$ cat config.mk
export PLATFORM = sky130hd
export DESIGN_NAME = sensor_frame_deframer_checker_top
export DESIGN_NICKNAME = d
export VERILOG_FILES = /design/src/rtl/sfdc_pkg.sv /design/src/rtl/sensor_frame_deframer_checker_top.sv
export SDC_FILE = /design/constraint.sdc
export NUM_CORES = 1
export LEC_CHECK = 0
export BUFFER_PORTS_ARGS = -buffer_cell sky130_fd_sc_hd__clkbuf_2
export CAP_MARGIN = 30
export CORE_MARGIN = 2
export CORE_UTILIZATION = 45
export DETAILED_ROUTE_END_ITERATION = 16
export SLEW_MARGIN = 20
export SYNTH_ARGS = -nofsm -noshare
export SYNTH_HDL_FRONTEND = slang
export SYNTH_SLANG_ARGS = --single-unit
$ cat constraint.sdc
create_clock -name clk -period 4.1 [get_ports clk]
set_input_delay 0.205 -clock clk [delete_from_list [all_inputs] [get_ports clk]]
set_output_delay 0.205 -clock clk [all_outputs]
set_load 0.02 [all_outputs]
$ cat src/rtl/sfdc_pkg.sv
package sfdc_pkg;

    localparam int DATA_BYTES     = 4;
    localparam int NODE_ID_BYTES  = 4;
    localparam int CHECKSUM_CHARS = 4;
    localparam int MESSAGE_BYTES  = 16;

    localparam int BYTE_W   = 8;
    localparam int SUM_W    = 16;
    localparam int MOD_W    = SUM_W + 1;
    localparam int FIELD_W  = 32;
    localparam int STATUS_W = 2;
    localparam int POS_W    = 7;
    localparam int POS_MAX  = (1 << POS_W) - 1;

    localparam int FIELD_MAX_A = (DATA_BYTES > NODE_ID_BYTES) ? DATA_BYTES : NODE_ID_BYTES;
    localparam int FIELD_MAX   = (FIELD_MAX_A > CHECKSUM_CHARS) ? FIELD_MAX_A : CHECKSUM_CHARS;
    localparam int FCNT_W      = $clog2(FIELD_MAX + 1);
    localparam int DIV_CNT_W   = $clog2(SUM_W);

    localparam int CFG_INDEX_W = 2;
    localparam int CFG_DATA_W  = MOD_W;

    localparam logic [CFG_INDEX_W-1:0] REG_START_CHAR = 2'd0;
    localparam logic [CFG_INDEX_W-1:0] REG_TEMP_TYPE  = 2'd1;
    localparam logic [CFG_INDEX_W-1:0] REG_HUM_TYPE   = 2'd2;
    localparam logic [CFG_INDEX_W-1:0] REG_MODULUS    = 2'd3;

    localparam logic [BYTE_W-1:0] START_CHAR_RESET = 8'd35;
    localparam logic [BYTE_W-1:0] TEMP_TYPE_RESET  = 8'd84;
    localparam logic [MOD_W-1:0]  MODULUS_RESET    = 17'd65536;

    localparam logic [STATUS_W-1:0] STATUS_VALID      = 2'd0;
    localparam logic [STATUS_W-1:0] STATUS_MISMATCH   = 2'd1;
    localparam logic [STATUS_W-1:0] STATUS_INCOMPLETE = 2'd2;

    typedef struct packed {
        logic [BYTE_W-1:0] rx_byte;
        logic              buffer_end;
    } in_item_t;

    typedef struct packed {
        logic [STATUS_W-1:0] status;
        logic [BYTE_W-1:0]   frame_type;
        logic [FIELD_W-1:0]  payload;
        logic [FIELD_W-1:0]  node_ident;
        logic [SUM_W-1:0]    received_sum;
        logic [SUM_W-1:0]    computed_sum;
    } out_item_t;

endpackage

$ cat src/rtl/sensor_frame_deframer_checker_top.sv
// Sensor frame deframer and checksum checker. Bytes of a message buffer enter one per
// transaction; buffer_end marks the last byte. A start character is looked for only
// among the first MESSAGE_BYTES bytes of a buffer; the type, data, node-id and ASCII
// hex checksum characters follow. An ordinary byte does not stall the input. The byte
// whose arrival completes a frame starts a bit-serial restoring remainder unit that
// reduces the 16-bit byte sum by the modulus register one bit per cycle; the input
// stalls while it runs. Its result goes to a holding register and then to the output
// register. A byte that ends a buffer before the frame completes puts its result
// straight into the holding register. The input stalls whenever the holding register
// is full, so a waiting result stalls the input until it moves on to the output
// register. One result comes per buffer: valid or mismatch when the frame completes,
// incomplete at the buffer end otherwise. A modulus of zero or of 65536 and above
// leaves the sum unreduced. The humidity type register is accepted but changes no
// result.
module sensor_frame_deframer_checker_top (
    input  logic                                clk,
    input  logic                                rst_n,
    input  logic                                in_valid,
    input  sfdc_pkg::in_item_t                  in_data,
    output logic                                in_stall,
    output logic                                out_valid,
    output sfdc_pkg::out_item_t                 out_data,
    input  logic                                out_stall,
    input  logic                                cfg_we,
    input  logic [sfdc_pkg::CFG_INDEX_W-1:0]    cfg_index,
    input  logic [sfdc_pkg::CFG_DATA_W-1:0]     cfg_data
);

    typedef enum logic [2:0] {
        PH_HUNT,
        PH_TYPE,
        PH_DATA,
        PH_NODE,
        PH_CSUM,
        PH_DONE
    } phase_t;

    typedef enum logic {
        ST_RUN,
        ST_MOD
    } state_t;

    function automatic logic [4:0] hex_digit(input logic [sfdc_pkg::BYTE_W-1:0] c);
        logic [4:0] r;
        r = 5'b0;
        if (c >= 8'd48 && c <= 8'd57) begin
            r = {1'b1, 4'(c - 8'd48)};
        end
        else if (c >= 8'd97 && c <= 8'd102) begin
            r = {1'b1, 4'(c - 8'd87)};
        end
        else if (c >= 8'd65 && c <= 8'd70) begin
            r = {1'b1, 4'(c - 8'd55)};
        end
        return r;
    endfunction

    logic [sfdc_pkg::BYTE_W-1:0]    start_char_reg, start_char_next;
    logic [sfdc_pkg::BYTE_W-1:0]    temp_type_reg, temp_type_next;
    logic [sfdc_pkg::MOD_W-1:0]     modulus_reg, modulus_next;

    state_t                         state_reg, state_next;
    phase_t                         phase_reg, phase_next;
    logic [sfdc_pkg::FCNT_W-1:0]    fcnt_reg, fcnt_next;
    logic [sfdc_pkg::POS_W-1:0]     pos_reg, pos_next;
    logic [sfdc_pkg::SUM_W-1:0]     sum_reg, sum_next;
    logic [sfdc_pkg::BYTE_W-1:0]    type_reg, type_next;
    logic [sfdc_pkg::FIELD_W-1:0]   payload_reg, payload_next;
    logic [sfdc_pkg::FIELD_W-1:0]   node_reg, node_next;
    logic [sfdc_pkg::SUM_W-1:0]     hex_reg, hex_next;
    logic                           hex_stopped_reg, hex_stopped_next;

    logic [sfdc_pkg::SUM_W-1:0]     div_sum_reg, div_sum_next;
    logic [sfdc_pkg::MOD_W-1:0]     rem_reg, rem_next;
    logic [sfdc_pkg::DIV_CNT_W-1:0] div_cnt_reg, div_cnt_next;

    logic                           res_valid_reg, res_valid_next;
    sfdc_pkg::out_item_t            res_data_reg, res_data_next;
    logic                           out_valid_reg, out_valid_next;
    sfdc_pkg::out_item_t            out_data_reg, out_data_next;

    logic                           accept;
    logic                           complete;
    logic                           last;
    logic [sfdc_pkg::BYTE_W-1:0]    b;
    logic [4:0]                     hd;
    logic [sfdc_pkg::FCNT_W-1:0]    fcnt_inc;
    logic [sfdc_pkg::SUM_W-1:0]     sum_add;
    logic [sfdc_pkg::MOD_W-1:0]     rem_shift;

    assign in_stall  = (state_reg != ST_RUN) || res_valid_reg;
    assign accept    = in_valid && !in_stall;
    assign out_valid = out_valid_reg;
    assign out_data  = out_data_reg;

    assign b         = in_data.rx_byte;
    assign last      = in_data.buffer_end;
    assign hd        = hex_digit(b);
    assign fcnt_inc  = fcnt_reg + 1'b1;
    assign sum_add   = sum_reg + {{(sfdc_pkg::SUM_W - sfdc_pkg::BYTE_W){1'b0}}, b};
    assign rem_shift = {rem_reg[sfdc_pkg::SUM_W-1:0], div_sum_reg[sfdc_pkg::SUM_W-1]};

    always_comb
    begin
        start_char_next  = start_char_reg;
        temp_type_next   = temp_type_reg;
        modulus_next     = modulus_reg;
        state_next       = state_reg;
        phase_next       = phase_reg;
        fcnt_next        = fcnt_reg;
        pos_next         = pos_reg;
        sum_next         = sum_reg;
        type_next        = type_reg;
        payload_next     = payload_reg;
        node_next        = node_reg;
        hex_next         = hex_reg;
        hex_stopped_next = hex_stopped_reg;
        div_sum_next     = div_sum_reg;
        rem_next         = rem_reg;
        div_cnt_next     = div_cnt_reg;
        res_valid_next   = res_valid_reg;
        res_data_next    = res_data_reg;
        out_valid_next   = out_valid_reg;
        out_data_next    = out_data_reg;
        complete         = 1'b0;

        if (cfg_we)
        begin
            unique case (cfg_index)
                sfdc_pkg::REG_START_CHAR: start_char_next = cfg_data[sfdc_pkg::BYTE_W-1:0];
                sfdc_pkg::REG_TEMP_TYPE:  temp_type_next  = cfg_data[sfdc_pkg::BYTE_W-1:0];
                sfdc_pkg::REG_HUM_TYPE:   ;
                sfdc_pkg::REG_MODULUS:    modulus_next    = cfg_data;
                default:                  ;
            endcase
        end

        // drop the result once the transaction completes
        if (out_valid_reg && !out_stall)
        begin
            out_valid_next = 1'b0;
        end

        // advance the held result as soon as the output register frees up
        if (res_valid_reg && (!out_valid_reg || !out_stall))
        begin
            out_valid_next = 1'b1;
            out_data_next  = res_data_reg;
            res_valid_next = 1'b0;
        end

        unique case (state_reg)
            ST_RUN:
            begin
                if (accept)
                begin
                    if (pos_reg != sfdc_pkg::POS_W'(sfdc_pkg::POS_MAX))
                    begin
                        pos_next = pos_reg + 1'b1;
                    end

                    unique case (phase_reg)
                        PH_HUNT:
                        begin
                            if (pos_reg < sfdc_pkg::POS_W'(sfdc_pkg::MESSAGE_BYTES)
                                && b == start_char_reg)
                            begin
                                sum_next   = {{(sfdc_pkg::SUM_W - sfdc_pkg::BYTE_W){1'b0}},
                                              start_char_reg};
                                phase_next = PH_TYPE;
                            end
                        end
                        PH_TYPE:
                        begin
                            type_next  = b;
                            sum_next   = sum_add;
                            fcnt_next  = '0;
                            phase_next = PH_DATA;
                        end
                        PH_DATA:
                        begin
                            payload_next = {payload_reg[sfdc_pkg::FIELD_W-sfdc_pkg::BYTE_W-1:0],
                                            b};
                            // temperature data counts twice
                            if (type_reg == temp_type_reg)
                            begin
                                sum_next = sum_add
                                    + {{(sfdc_pkg::SUM_W - sfdc_pkg::BYTE_W){1'b0}}, b};
                            end
                            else
                            begin
                                sum_next = sum_add;
                            end
                            fcnt_next = fcnt_inc;
                            if (fcnt_inc >= sfdc_pkg::FCNT_W'(sfdc_pkg::DATA_BYTES))
                            begin
                                fcnt_next  = '0;
                                phase_next = PH_NODE;
                            end
                        end
                        PH_NODE:
                        begin
                            node_next = {node_reg[sfdc_pkg::FIELD_W-sfdc_pkg::BYTE_W-1:0], b};
                            sum_next  = sum_add;
                            fcnt_next = fcnt_inc;
                            if (fcnt_inc >= sfdc_pkg::FCNT_W'(sfdc_pkg::NODE_ID_BYTES))
                            begin
                                fcnt_next  = '0;
                                phase_next = PH_CSUM;
                            end
                        end
                        PH_CSUM:
                        begin
                            if (!hex_stopped_reg)
                            begin
                                if (!hd[4])
                                begin
                                    hex_stopped_next = 1'b1;
                                end
                                else
                                begin
                                    hex_next = {hex_reg[sfdc_pkg::SUM_W-5:0], hd[3:0]};
                                end
                            end
                            fcnt_next = fcnt_inc;
                            if (fcnt_inc >= sfdc_pkg::FCNT_W'(sfdc_pkg::CHECKSUM_CHARS))
                            begin
                                fcnt_next  = '0;
                                complete   = 1'b1;
                                phase_next = PH_DONE;
                            end
                        end
                        default: ;
                    endcase

                    if (complete)
                    begin
                        // capture fields now; the frame may clear on this byte
                        res_data_next.frame_type   = type_next;
                        res_data_next.payload      = payload_next;
                        res_data_next.node_ident   = node_next;
                        res_data_next.received_sum = hex_next;
                        div_sum_next               = sum_next;
                        rem_next                   = '0;
                        div_cnt_next               = '0;
                        state_next                 = ST_MOD;
                    end
                    else if (last && phase_next != PH_DONE)
                    begin
                        res_data_next.status       = sfdc_pkg::STATUS_INCOMPLETE;
                        res_data_next.frame_type   = type_next;
                        res_data_next.payload      = '0;
                        res_data_next.node_ident   = '0;
                        res_data_next.received_sum = '0;
                        res_data_next.computed_sum = '0;
                        res_valid_next             = 1'b1;
                    end

                    if (last)
                    begin
                        phase_next       = PH_HUNT;
                        fcnt_next        = '0;
                        sum_next         = '0;
                        type_next        = '0;
                        payload_next     = '0;
                        node_next        = '0;
                        hex_next         = '0;
                        hex_stopped_next = 1'b0;
                        pos_next         = '0;
                    end
                end
            end
            ST_MOD:
            begin
                // one restoring remainder step per cycle
                if (rem_shift >= modulus_reg)
                begin
                    rem_next = rem_shift - modulus_reg;
                end
                else
                begin
                    rem_next = rem_shift;
                end
                div_sum_next = {div_sum_reg[sfdc_pkg::SUM_W-2:0], 1'b0};
                div_cnt_next = div_cnt_reg + 1'b1;
                if (div_cnt_reg == sfdc_pkg::DIV_CNT_W'(sfdc_pkg::SUM_W - 1))
                begin
                    res_data_next.computed_sum = rem_next[sfdc_pkg::SUM_W-1:0];
                    res_data_next.status = (res_data_reg.received_sum
                                            == rem_next[sfdc_pkg::SUM_W-1:0])
                                           ? sfdc_pkg::STATUS_VALID
                                           : sfdc_pkg::STATUS_MISMATCH;
                    res_valid_next = 1'b1;
                    state_next     = ST_RUN;
                end
            end
            default: ;
        endcase
    end

    always_ff @(posedge clk or negedge rst_n)
    begin
        if (!rst_n)
        begin
            start_char_reg  <= sfdc_pkg::START_CHAR_RESET;
            temp_type_reg   <= sfdc_pkg::TEMP_TYPE_RESET;
            modulus_reg     <= sfdc_pkg::MODULUS_RESET;
            state_reg       <= ST_RUN;
            phase_reg       <= PH_HUNT;
            fcnt_reg        <= '0;
            pos_reg         <= '0;
            sum_reg         <= '0;
            type_reg        <= '0;
            payload_reg     <= '0;
            node_reg        <= '0;
            hex_reg         <= '0;
            hex_stopped_reg <= 1'b0;
            div_sum_reg     <= '0;
            rem_reg         <= '0;
            div_cnt_reg     <= '0;
            res_valid_reg   <= 1'b0;
            res_data_reg    <= '0;
            out_valid_reg   <= 1'b0;
            out_data_reg    <= '0;
        end
        else
        begin
            start_char_reg  <= start_char_next;
            temp_type_reg   <= temp_type_next;
            modulus_reg     <= modulus_next;
            state_reg       <= state_next;
            phase_reg       <= phase_next;
            fcnt_reg        <= fcnt_next;
            pos_reg         <= pos_next;
            sum_reg         <= sum_next;
            type_reg        <= type_next;
            payload_reg     <= payload_next;
            node_reg        <= node_next;
            hex_reg         <= hex_next;
            hex_stopped_reg <= hex_stopped_next;
            div_sum_reg     <= div_sum_next;
            rem_reg         <= rem_next;
            div_cnt_reg     <= div_cnt_next;
            res_valid_reg   <= res_valid_next;
            res_data_reg    <= res_data_next;
            out_valid_reg   <= out_valid_next;
            out_data_reg    <= out_data_next;
        end
    end

endmodule
# Word level (Yosys, flattened, before mapping)
# Index checks and enable logic that the tools add are counted.
dict set report totals {
  output_inout_bits 108
  register_bits 402
  input_bits 33
  elab_cells 169
}
dict set report classes {
  bitwise 1
  n_lt_le_gt_ge 9
  n_eq_ne 17
  addsub 9
  n_reduce_logical 32
  muxes 71
}
# cell n
set op_table {}
lappend op_table {{$mux W16} 15}
lappend op_table {{$mux W106} 2}
lappend op_table {{$mux W32} 4}
lappend op_table {{$pmux W16 S2} 3}
lappend op_table {{$mux W88} 1}
lappend op_table {{$pmux W16 S3} 1}
lappend op_table {{$add A16 B8 Y16} 2}
lappend op_table {{$mux W3} 9}
lappend op_table {{$mux W1} 19}
lappend op_table {{$ge A17 B17 Y1} 1}
lappend op_table {{$eq A16 B16 Y1} 1}
lappend op_table {{$eq A8 B8 Y1} 2}
lappend op_table {{$ge A8 B7 Y1 const B} 2}
lappend op_table {{$le A8 B7 Y1 const B} 2}
lappend op_table {{$mux W8} 2}
lappend op_table {{$sub A16 B16 Y16} 1}
lappend op_table {{$mux W5} 3}
lappend op_table {{$pmux W3 S5} 1}
lappend op_table {{$mux W7} 2}
lappend op_table {{$reduce_and A3 Y1} 4}
lappend op_table {{$reduce_and A2 Y1} 5}
lappend op_table {{$ge A8 B6 Y1 const B} 1}
lappend op_table {{$le A8 B6 Y1 const B} 1}
lappend op_table {{$logic_and A1 B1 Y1} 8}
lappend op_table {{other kinds (33)} 47}

# Depth between registers and ports, before layout
# Gate-level depths: netlist (run 1).
dict set report depth {
  word_depth 12
  ltp_mapped 16
  mapped_depth_nobuf 16
}

# Worst setup path before layout (run 1)
# No wires, ideal clock.
dict set report synth_path {
  kind {in2reg}
  start {input in_data[2] in the netlist's numbering}
  end {register div_sum_reg[14] in the netlist's numbering}
  required_time_ps 3974
  setup_ps 126
  n_path_buf 1
  setup_slack_ps 711
  path_stages 16
  arrival_ps 3263
  path_cell_list {clkbuf_1 -> inv_1 -> fa_1 -> nor2b_1 -> o21a_1 -> o21a_1 -> nor2_1 -> ha_1 -> nand2_1 -> a21oi_1 -> o211ai_1 -> and2_1 -> nor4_1 -> mux2i_1 -> nand2_1 -> a221o_1}
}
dict set report synth_between {
  elab_chain_len 7
  elab_cells_between_ends 10
  classes_between {add/sub (2); eq/ne (1); mux (6); reduce/logical (1)}
}
# element line_no
set synth_lines {}
lappend synth_lines {{start: declaration} sensor_frame_deframer_checker_top.sv:19} ;# input sfdc_pkg::in_item_t in_data,
lappend synth_lines {{$add A16 B8 Y16 or $eq A8 B8 Y1 (tied branches)} {sensor_frame_deframer_checker_top.sv:100, sensor_frame_deframer_checker_top.sv:166}}
lappend synth_lines {{$add A16 B8 Y16 or $logic_and A1 B1 Y1 (tied branches)} {sensor_frame_deframer_checker_top.sv:188, sensor_frame_deframer_checker_top.sv:166}}
lappend synth_lines {{$mux W16, on equally long branches} {sensor_frame_deframer_checker_top.sv:185, sensor_frame_deframer_checker_top.sv:165}}
lappend synth_lines {{$pmux W16 S3 (*)} sensor_frame_deframer_checker_top.sv:162} ;# unique case (phase_reg)
lappend synth_lines {{$mux W16 (*)} sensor_frame_deframer_checker_top.sv:236} ;# if (complete)
lappend synth_lines {{$mux W16 (*)} sensor_frame_deframer_checker_top.sv:155} ;# if (accept)
lappend synth_lines {{$pmux W16 S2 (*)} sensor_frame_deframer_checker_top.sv:152} ;# unique case (state_reg)
lappend synth_lines {{end signal: assignment} sensor_frame_deframer_checker_top.sv:341} ;# div_sum_reg <= div_sum_next;
lappend synth_lines {{end: declaration} sensor_frame_deframer_checker_top.sv:73} ;# logic [sfdc_pkg::SUM_W-1:0] div_sum_reg, div_sum_next;
# Every way passes the cells marked *; elsewhere a longest branch is shown, timed or not. The select of a mux whose other input is x is not followed.
# A chain may end at the register's enable or synchronous reset.

# Worst setup path after layout (run 1)
dict set report layout_path {
  start {register sum_reg[1] in the netlist's numbering}
  end {register div_sum_reg[14] in the netlist's numbering}
}
dict set report layout_between {
  elab_chain_len 7
}
# element line_no
set layout_lines {}
lappend layout_lines {{start: declaration} sensor_frame_deframer_checker_top.sv:66} ;# logic [sfdc_pkg::SUM_W-1:0] sum_reg, sum_next;
lappend layout_lines {{start signal: assignment} sensor_frame_deframer_checker_top.sv:335} ;# sum_reg <= sum_next;
lappend layout_lines {{$add A16 B8 Y16 (*)} sensor_frame_deframer_checker_top.sv:100} ;# assign sum_add = sum_reg + {{(sfdc_pkg::SUM_W - sfdc_pkg::BYTE_W){1'b0}}, b};
lappend layout_lines {{$add A16 B8 Y16} sensor_frame_deframer_checker_top.sv:188} ;# + {{(sfdc_pkg::SUM_W - sfdc_pkg::BYTE_W){1'b0}}, b};
lappend layout_lines {{$mux W16} sensor_frame_deframer_checker_top.sv:185} ;# if (type_reg == temp_type_reg)
lappend layout_lines {{$pmux W16 S3 (*)} sensor_frame_deframer_checker_top.sv:162}
lappend layout_lines {{$mux W16 (*)} sensor_frame_deframer_checker_top.sv:236}
lappend layout_lines {{$mux W16 (*)} sensor_frame_deframer_checker_top.sv:155}
lappend layout_lines {{$pmux W16 S2 (*)} sensor_frame_deframer_checker_top.sv:152}
# Marked as above.

==> results.cfg, run 1 <==
[run_status]
outcome = complete, no violations

[cells_and_area]
area_delta_synth_final_pct = 16.15
nets = 1935
final_common_cell = dfrtp_1
drive_gt1_frac = 0.2356
fin_area_um2 = 22250
fill_cells = 3668
mostFrequentLayoutCells = dfrtp_1, nand2_1, o21ai_0
antenna_cells = 0

[place]
post_dp_cell_area_um2 = 20510
io_buffer_count = 140
place_ws_ns = 0.2498
dp_hpwl_um = 33560
place_congestion = 0.9376

[synthesis]
synth_cell_types = 79
synthMuxAreaShare = 0.1361
synthAdderAreaFrac = 0.02927
synth_top_family_by_area = compound AO/OA/AOI/OAI gates
seq_area_frac_synth = 0.5257
synth_nets = 1799
synthSimpleGateAreaFrac = 0.09831
ys_ff_latch = 402
syn_inst = 1723
synth-async-reset-ratio = 1.000
synth_xor_area_frac = 0.03704
synth_compound_area_frac = 0.1423
synth_ff_type = dfrtp_1
synthesis.area_um2 = 19150
synth-edff-count = 0
avgSynthCellArea_um2 = 11.12
ys_warn_count = 0

[drt]
vias = 13710
drcViolationCount = 0
drt-vias-per-instance = 5.637
dr.first_iter.drc_count = 1072
ant_nets = 0
drt_first_pass_iters = 7
wire_per_inst_um = 20.22
routed_wl_um = 49180

[sta]
finalSetupViolCount = 0
period_needed_ns = 3.737
worst_pin_slew_ns = 0.9849
fmax_mhz = 267.6
slew_headroom = 0.3434
finalHoldViolCount = 0
fin_crit_sh = 0.9114
fin_ws_ns = 0.3632
finalMaxSlewViolations = 0
fin_skew_ns = 0.01371
holdWs_ns = 0.1667
fin_tns_setup_ns = 0
rsz0062_at_grt = false

[power_and_ir_drop]
p_sw_frac = 0.2639
p_leak_uw = 0.01074
p_sw_uw = 2608
pwr_density_cell_nw_per_um2 = 444.3
p_int_uw = 7276
p_total_uw = 9884
seq_power_share = 0.433
vdd_drop_max_uv = 292.0
power_frac_comb = 0.142
p_clk_frac = 0.424

[setup_path]
end_kind = flop
cp_data_required_time_ns = 4.55
worstSetupPathType = flop to flop
cp-start-kind = flop
cp_max_fo = 5
critPathArrivalTime_ns = 4.18

[floorplan]
dieArea_um2 = 44230
die_h_um = 210.3
core-area_um2 = 41950
initial_core_util = 0.4566
die-width_um = 210.3
io_pins = 141
rows = 75

[grt]
grt_max_degree = 156
track_usage = 0.2264
grt_pass1_vias = 13780
grt_first_pass_wirelength_um = 78950
grt_overflow_total = 0
antenna_found_initial = 0

[clocking]
clk_latency_ns = 0.57
ctsRootBufferMaster = clkbuf_16
cts_tree = done
cts_buffer_depth = 3
cts_resized = 0
clk_pin_slew_ns = 0.06
cts.sink_count = 402
numCtsBuffers = 43
htreeDepth = 2

[run]
maxCapViolCount = 0

[worst_hold_path]
hold_path_class = primary input to flop
repair_timing:
item | in CTS | in global routing
endpoints found under the hold margin | 142 | 0
endpoints found under the setup margin | 0 | 0
setup buffers | 0 | 0
hold buffers | 19 | 0
layout make-up:
cell class                      count  area, um^2  area share
Tap cell                          539       674.4     0.03032
Sequential cell                   402       10070      0.4526
Inverter                           43       161.4    0.007255
Clock inverter                     23       310.3     0.01395
Multi-Input combinational cell   1168        8523      0.3831
Clock buffer                       56        1226     0.05512
Timing Repair Buffer              201        1282     0.05765
worst max-delay path, cell delays in order (launching register included):
cell and delay, ns:
dfrtp_1 0.40, ha_1 0.28, a21oi_1 0.20, o211ai_1 0.15
or2_2 0.31, a21o_1 0.18, a21oi_1 0.18, xnor2_1 0.12
ha_1 0.38, o211ai_1 0.14, and2_1 0.21, nor4_1 0.41
mux2i_1 0.25, nand2_1 0.08, a221o_1 0.32
stage by stage:
step | instances | utilization
after floorplan | 1723 | -
after global placement | 2333 | 0.4889
after detailed placement | 2333 | 0.4889
after CTS | 2431 | 0.5301
after global routing | 2432 | 0.5304
final | 2432 | 0.5304
metal layers:
layer	vias to the layer above	part of all wire	GRT usage
met2	280	0.44	0.3422
met5	-	0	0
met1	6868	0.48	0.3315
li1	6478	-	-
met4	0	0.031	0.07704
met3	84	0.044	0.03725
final timing paths:
check                                                  from                          end  slack (ns)  depth (start not counted)
worst max-delay path                 sum_reg[1]$_DFFE_PN0P_  div_sum_reg[14]$_DFFE_PN0P_        0.36                         14
worst min-delay path                             in_data[2]   payload_reg[1]$_DFFE_PN0P_        0.17                          2
worst max register to register       sum_reg[1]$_DFFE_PN0P_  div_sum_reg[14]$_DFFE_PN0P_        0.36                         14
worst min register to register  payload_reg[31]$_DFFE_PN0P_  payload_reg[31]$_DFFE_PN0P_        0.48                          2
max in group asynchronous                             rst_n     out_data[49]$_DFFE_PN0P_        2.75                          3
min in group asynchronous                             rst_n      out_data[2]$_DFFE_PN0P_        0.32                          2
synth_stat cells (3+ instances only):
cell,n,area (um^2)
xnor2_1,48,420.4
o21ai_0,154,770.7
a211oi_1,6,45.04
buf_1,7,26.28
a221o_1,5,50.05
a21o_1,10,75.07
mux2i_1,90,900.9
a221oi_1,5,43.79
o2111ai_1,3,26.28
and3_1,10,62.56
nor2_1,51,191.4
o31ai_1,3,22.52
a21boi_0,4,30.03
a222oi_1,3,30.03
and2_1,8,50.05
inv_1,43,161.4
dfrtp_1,395,9884
nand2_1,158,593.1
a31o_2,3,26.28
ha_1,40,500.5
nor3_1,20,100.1
fa_1,3,60.06
mux2_2,149,1678
nor2b_1,8,50.05
a22o_1,81,709.4
o21ai_1,3,15.01
or3_1,3,18.77
or2_2,5,31.28
o221ai_1,7,61.31
o211ai_1,4,30.03
xor2_1,33,289.0
a21oi_1,51,255.2
o21a_1,7,52.55
nand4_1,12,75.07
nand2b_1,10,62.56
a31oi_1,3,18.77
nand3_1,91,455.4
nor4_1,7,43.79
o22ai_1,3,18.77
a22oi_1,20,150.1
dfstp_2,7,183.9
clkbuf_1,98,367.9
o21bai_1,3,22.52
power by group through the flow:
stage	clock (uW)	combinational, uW	sequential (uW)
3_5_place_dp	0	1390	4350
6_report	4190	1410	4280
5_1_grt	4440	1560	4300
2_1_floorplan	0	970	4330
4_1_cts	4280	1420	4280
3_3_place_gp	0	1370	4340
logic make-up (layout without fill, tap and decap cells):
kind of cell	count (synthesis)	count (layout)
buffers and inverters	153	323
DFF	402	402
AOI/OAI and AO/OA	403	403
muxes	241	241
and+or+nand+nor	400	400
adders and majority gates	43	43
xor gates and xnor gates	81	81
Note: power is estimated with default switching activity, not from simulation.
==> run 2, diff against run 1 <==
==> constraint.sdc (replaced) <==
create_clock -name clk -period 4.1 [get_ports clk]
set_input_delay 0.41 -clock clk [delete_from_list [all_inputs] [get_ports clk]]
set_output_delay 0.41 -clock clk [all_outputs]
set_load 0.02 [all_outputs]
==> run 2 against run 1 <==
Flip-flop and latch count did not move. Fmax rose by 1.9%. Non-clock buffer count fell by 13. Critical path depth did not move. Hold slack got worse by 0.085 ns. First-iteration DRC count fell by 3.8%. Sequential power barely moved. Routed wire length rose by 1.3%. Worst setup slack improved by 0.070 ns. Register-to-register slack improved by 0.07 ns.
==> results.cfg, run 2 (synthesis results as in run 1) <==
[run_status]
outcome = complete, no violations

[clocking]
ctsRootBufferMaster = clkbuf_16
htreeDepth = 2
postCtsSetupBuffers = 0
cts_tree = done
clk_latency_ns = 0.56
clk_pin_slew_ns = 0.06
cts.sink_count = 402
cts_buffer_depth = 3
numCtsBuffers = 43

[run]
maxCapViolCount = 0

[drt]
dr.first_iter.drc_count = 1031
wire_per_inst_um = 20.62
drt_first_pass_iters = 5
drt-vias-per-instance = 5.625
ant_nets = 0
vias = 13600
drcViolationCount = 0
routed_wl_um = 49850

[cells_and_area]
area_delta_synth_final_pct = 14.55
layoutNonFillerInstCount = 2417
fin_util = 0.5230
nets = 1922
drive_gt1_frac = 0.2348
fin_area_um2 = 21940
antenna_cells = 0
mostFrequentLayoutCells = dfrtp_1, nand2_1, o21ai_0
final_common_cell = dfrtp_1

[setup_path]
crit_start = sum_reg[1]$_DFFE_PN0P_
crit_buf_inv = 0
critPathArrivalTime_ns = 4.11
r2r_slack_ns = 0.43
timing.rr.end = div_sum_reg[14]$_DFFE_PN0P_
cp-start-kind = flop
reg2reg_depth = 14
cp_max_fo = 5
cp_data_required_time_ns = 4.54
cp_slowest_cell = dfrtp_1
cp_slowest_stage_delay_ns = 0.40
end_kind = flop
worstPathCellList = ha_1 -> a21oi_1 -> o211ai_1 -> or2_2 -> a21o_1 -> a21oi_1 -> xnor2_1 -> ha_1 -> o211ai_1 -> and2_1 -> nor4_1 -> mux2i_1 -> nand2_1 -> a221o_1
worstSetupPathType = flop to flop
reg2reg_from = sum_reg[1]$_DFFE_PN0P_
critPathTopFamily = compound AO/OA/AOI/OAI gates

[sta]
worst_pin_slew_ns = 0.9265
fmax_mhz = 272.7
finalSetupViolCount = 0
fin_skew_ns = 0.01100
finalHoldViolCount = 0
slew_headroom = 0.3823
fin_crit_sh = 0.8943
period_needed_ns = 3.667
fin_tns_setup_ns = 0
rsz0062_at_grt = false
finalMaxSlewViolations = 0

[place]
io_buffer_count = 140
post_dp_cell_area_um2 = 20540
place_congestion = 0.9275
dp_hpwl_um = 34770
dp_cells = 2339

[floorplan]
io_pins = 141
rows = 75
die_h_um = 210.3
dieArea_um2 = 44230
core-area_um2 = 41950
initial_core_util = 0.4566
die-width_um = 210.3

[power_and_ir_drop]
p_sw_frac = 0.2722
p_leak_uw = 0.01060
p_sw_uw = 2596
p_clk_frac = 0.403
pwr_density_cell_nw_per_um2 = 434.7
power_frac_comb = 0.147
p_int_uw = 6941
seq_power_share = 0.450
vdd_drop_max_uv = 265.1

[grt]
grt_first_pass_wirelength_um = 79990
grt_overflow_total = 0
grt_pass1_vias = 13740
grt_max_degree = 111
antenna_found_initial = 0
track_usage = 0.2306

[worst_hold_path]
min_delay_worst_endpoint = modulus_reg[14]$_DFFE_PN0P_
hold_depth = 2
hold_path_class = primary input to flop
min_from = cfg_data[14]
[run 2: final cells by class]
cell class	instances	area, um^2
Sequential cell	402	10070
Fill cell	3759	20010
Clock inverter	15	156.4
Tap cell	539	674.4
Timing Repair Buffer	188	1121
Multi-Input combinational cell	1168	8528
Inverter	43	161.4
Clock buffer	62	1230
[run 2: worst register-to-register path, cell delays in order, from the launching register on]
cell and delay [ns]:
dfrtp_1 0.40, ha_1 0.28, a21oi_1 0.22, o211ai_1 0.15, or2_2 0.31, a21o_1 0.19
a21oi_1 0.17, xnor2_1 0.11, ha_1 0.37, o211ai_1 0.13, and2_1 0.20, nor4_1 0.37
mux2i_1 0.22, nand2_1 0.08, a221o_1 0.32
[run 2: layer usage]
metal | GRT usage | vias to the layer above | part of all wire
li1 | - | 6456 | -
met1 | 0.3360 | 6801 | 0.48
met2 | 0.3607 | 266 | 0.46
met3 | 0.03293 | 72 | 0.037
met4 | 0.06603 | 0 | 0.023
met5 | 0 | - | 0
[run 2: per-stage QoR]
| stage | setup slack [ns] | power, uW | hold WS (ns) |
|---|---|---|---|
| floorplan | 0.5056 | 5300 | 0.1144 |
| global placement | 0.3501 | 5743 | 0.4566 |
| detailed placement | 0.2982 | 5766 | 0.4640 |
| CTS | 0.4121 | 9638 | 0.04622 |
| global route | 0.05363 | 9979 | 0.05198 |
| finish | 0.4333 | 9536 | 0.08202 |
[run 2: worst max-delay path by stage]
stage / to / cells after the start
6_report: div_sum_reg[14]$_DFFE_PN0P_ / 14
5_1_grt: sum_reg[9]$_DFFE_PN0P_ / 16
4_1_cts: div_sum_reg[14]$_DFFE_PN0P_ / 14
3_5_place_dp: div_sum_reg[14]$_DFFE_PN0P_ / 15
3_3_place_gp: div_sum_reg[14]$_DFFE_PN0P_ / 15
2_1_floorplan: div_sum_reg[14]$_DFFE_PN0P_ / 16
[run 2: power groups by stage]
stage / sequential (uW) / clock, uW / combinational [uW]
floorplan: 4330 / 0 / 970
global placement: 4350 / 0 / 1390
detailed placement: 4360 / 0 / 1410
CTS: 4290 / 3940 / 1420
global route: 4300 / 4120 / 1560
finish: 4290 / 3840 / 1410
[run 2: timing repair]
item | in CTS | in global routing
hold endpoints to repair | 91 | 0
hold buffers | 1 | 0
resized for setup | 0 | 0
==> run 3, diff against run 2 <==
Settings changed: RECOVER_POWER set to 25.
==> run 3 against run 2 <==
The flow now finishes with violations (capacitance limit, slew limit). Register-to-register slack about the same. Design area down 0.26%. Total power about the same. Clock skew about the same. First-iteration DRC count down 5.1%. Clock power about the same. Routed wire length up 0.22%. Sequential power about the same. Hold slack better by 0.00054 ns. Fmax down 0.28%. Worst setup slack worse by 0.010 ns. Largest power group unchanged. Highest routed layer unchanged.
==> results.cfg, run 3 (synthesis results as in run 1) <==
[run_status]
outcome = finished with violations
violations = capacitance limit, slew limit

[grt]
grt_pass1_vias = 13740
grt_overflow_total = 0
grt_max_degree = 111
grt_first_pass_wirelength_um = 79990
antenna_found_initial = 0
track_usage = 0.2306

[clocking]
cts_tree = done
clk_pin_slew_ns = 0.06
numCtsBuffers = 43
ctsRootBufferMaster = clkbuf_16
clk_latency_ns = 0.56
cts_buffer_depth = 3
cts.sink_count = 402
cts_resized = 0
htreeDepth = 2

[drt]
ant_nets = 0
routed_wl_um = 49950
drcViolationCount = 0
wire_per_inst_um = 20.67
drt_first_pass_iters = 5
vias = 13570
drt-vias-per-instance = 5.614
dr.first_iter.drc_count = 978

[cells_and_area]
mostFrequentLayoutCells = dfrtp_1, nand2_1, o21ai_0
antenna_cells = 0
nets = 1922
final_common_cell = dfrtp_1
drive_gt1_frac = 0.2199
area_delta_synth_final_pct = 14.25

[run]
maxCapViolCount = 1

[sta]
fin_tns_setup_ns = 0
slew_headroom = -0.9545
fin_crit_sh = 0.8968
finalMaxSlewViolations = 108
fin_skew_ns = 0.01096
rsz0062_at_grt = false
worst_pin_slew_ns = 2.932
holdWs_ns = 0.08256
finalSetupViolCount = 0
period_needed_ns = 3.677
fmax_mhz = 272.0
finalHoldViolCount = 0

[worst_hold_path]
hold_depth = 2
hold_path_class = primary input to flop
min_delay_worst_endpoint = modulus_reg[14]$_DFFE_PN0P_
min_from = cfg_data[14]

[floorplan]
rows = 75
die-width_um = 210.3
core-area_um2 = 41950
initial_core_util = 0.4566
io_pins = 141
dieArea_um2 = 44230
die_h_um = 210.3

[place]
dp_hpwl_um = 34770
io_buffer_count = 140
place_congestion = 0.9275

[setup_path]
cp_data_required_time_ns = 4.55
cp-start-kind = flop
crit_buf_inv = 0
worstSetupPathType = flop to flop
cp_slowest_cell = nor2_2
critPathArrivalTime_ns = 4.12
cp_max_fo = 13
cp_slowest_stage_delay_ns = 0.62
r2r_slack_ns = 0.42
reg2reg_depth = 10
timing.rr.end = res_data_reg[104]$_DFFE_PN0P_
end_kind = flop
reg2reg_from = rem_reg[4]$_DFFE_PN0P_
critPathTopFamily = compound AO/OA/AOI/OAI gates
worstPathCellList = ha_1 -> a21oi_1 -> o21ai_1 -> a2111oi_4 -> a211oi_2 -> nor2_2 -> mux2_4 -> o2bb2a_1 -> o2111ai_1 -> o41a_1

[power_and_ir_drop]
p_leak_uw = 0.01050
p_sw_frac = 0.2725
p_clk_frac = 0.403
pwr_density_cell_nw_per_um2 = 435.9
p_total_uw = 9538
seq_power_share = 0.449
power_frac_comb = 0.148
p_sw_uw = 2599
p_int_uw = 6939
vdd_drop_max_uv = 265.8
[run 3: cell types whose count changed in the layout (fill, tap and decap cells not counted)]
cell / change
buf_2: -1
a21boi_0: +1
clkbuf_2: -24
a21boi_4: -1
clkbuf_1: +27
buf_8: -1
buf_4: -1
[run 3: worst max path at each step]
stage	startpoint	end	slack (ns)	depth (start not counted)
after global routing	sum_reg[0]$_DFFE_PN0P_	sum_reg[9]$_DFFE_PN0P_	0.05	16
after CTS	sum_reg[1]$_DFFE_PN0P_	div_sum_reg[14]$_DFFE_PN0P_	0.41	14
final	rem_reg[4]$_DFFE_PN0P_	res_data_reg[104]$_DFFE_PN0P_	0.42	10
after detailed placement	in_data[2]	div_sum_reg[14]$_DFFE_PN0P_	0.30	15
after global placement	in_data[2]	div_sum_reg[14]$_DFFE_PN0P_	0.35	15
after floorplan	in_data[2]	div_sum_reg[14]$_DFFE_PN0P_	0.51	16
[run 3: what timing repair did]
| action | 4_1_cts | 5_1_grt |
|---|---|---|
| hold buffers | 1 | 0 |
| buffers inserted | 0 | 0 |
| hold endpoints to repair | 91 | 0 |
[run 3: power by group through the flow]
stage          combinational, uW  sequential (uW)  clock [uW]
6_report                    1410             4290        3850
5_1_grt                     1560             4300        4120
4_1_cts                     1420             4290        3940
3_5_place_dp                1410             4360           0
3_3_place_gp                1390             4350           0
2_1_floorplan                970             4330           0
[run 3: metrics by stage]
stage,worst slack (ns),utilization,cell area [um^2],instances
detailed placement,0.2982,0.4898,20540,2339
finish,0.4231,0.5217,21880,2417
CTS,0.4121,0.5230,21940,2417
floorplan,0.5056,-,19150,1723
global placement,0.3501,0.4895,20530,2338
global route,0.05363,0.5217,21880,2417
[run 3: area by class of cell]
class	instances	area (um^2)
fillers	3772	20060
flip-flops and latches	402	10070
multi-input cells	1168	8517
clock buffers	62	1230
repair buffers	188	1075
well taps	539	674.4
inverters	43	161.4
clock inverters	15	156.4
[run 3: layer usage]
layer	vias up	share of wire	routed length [um]	GRT usage
met2	285	0.46	23040	0.3607
met4	0	0.023	1155	0.06603
met1	6759	0.48	23790	0.3360
met5	-	0	0	0
met3	71	0.039	1966	0.03293
li1	6454	-	-	-
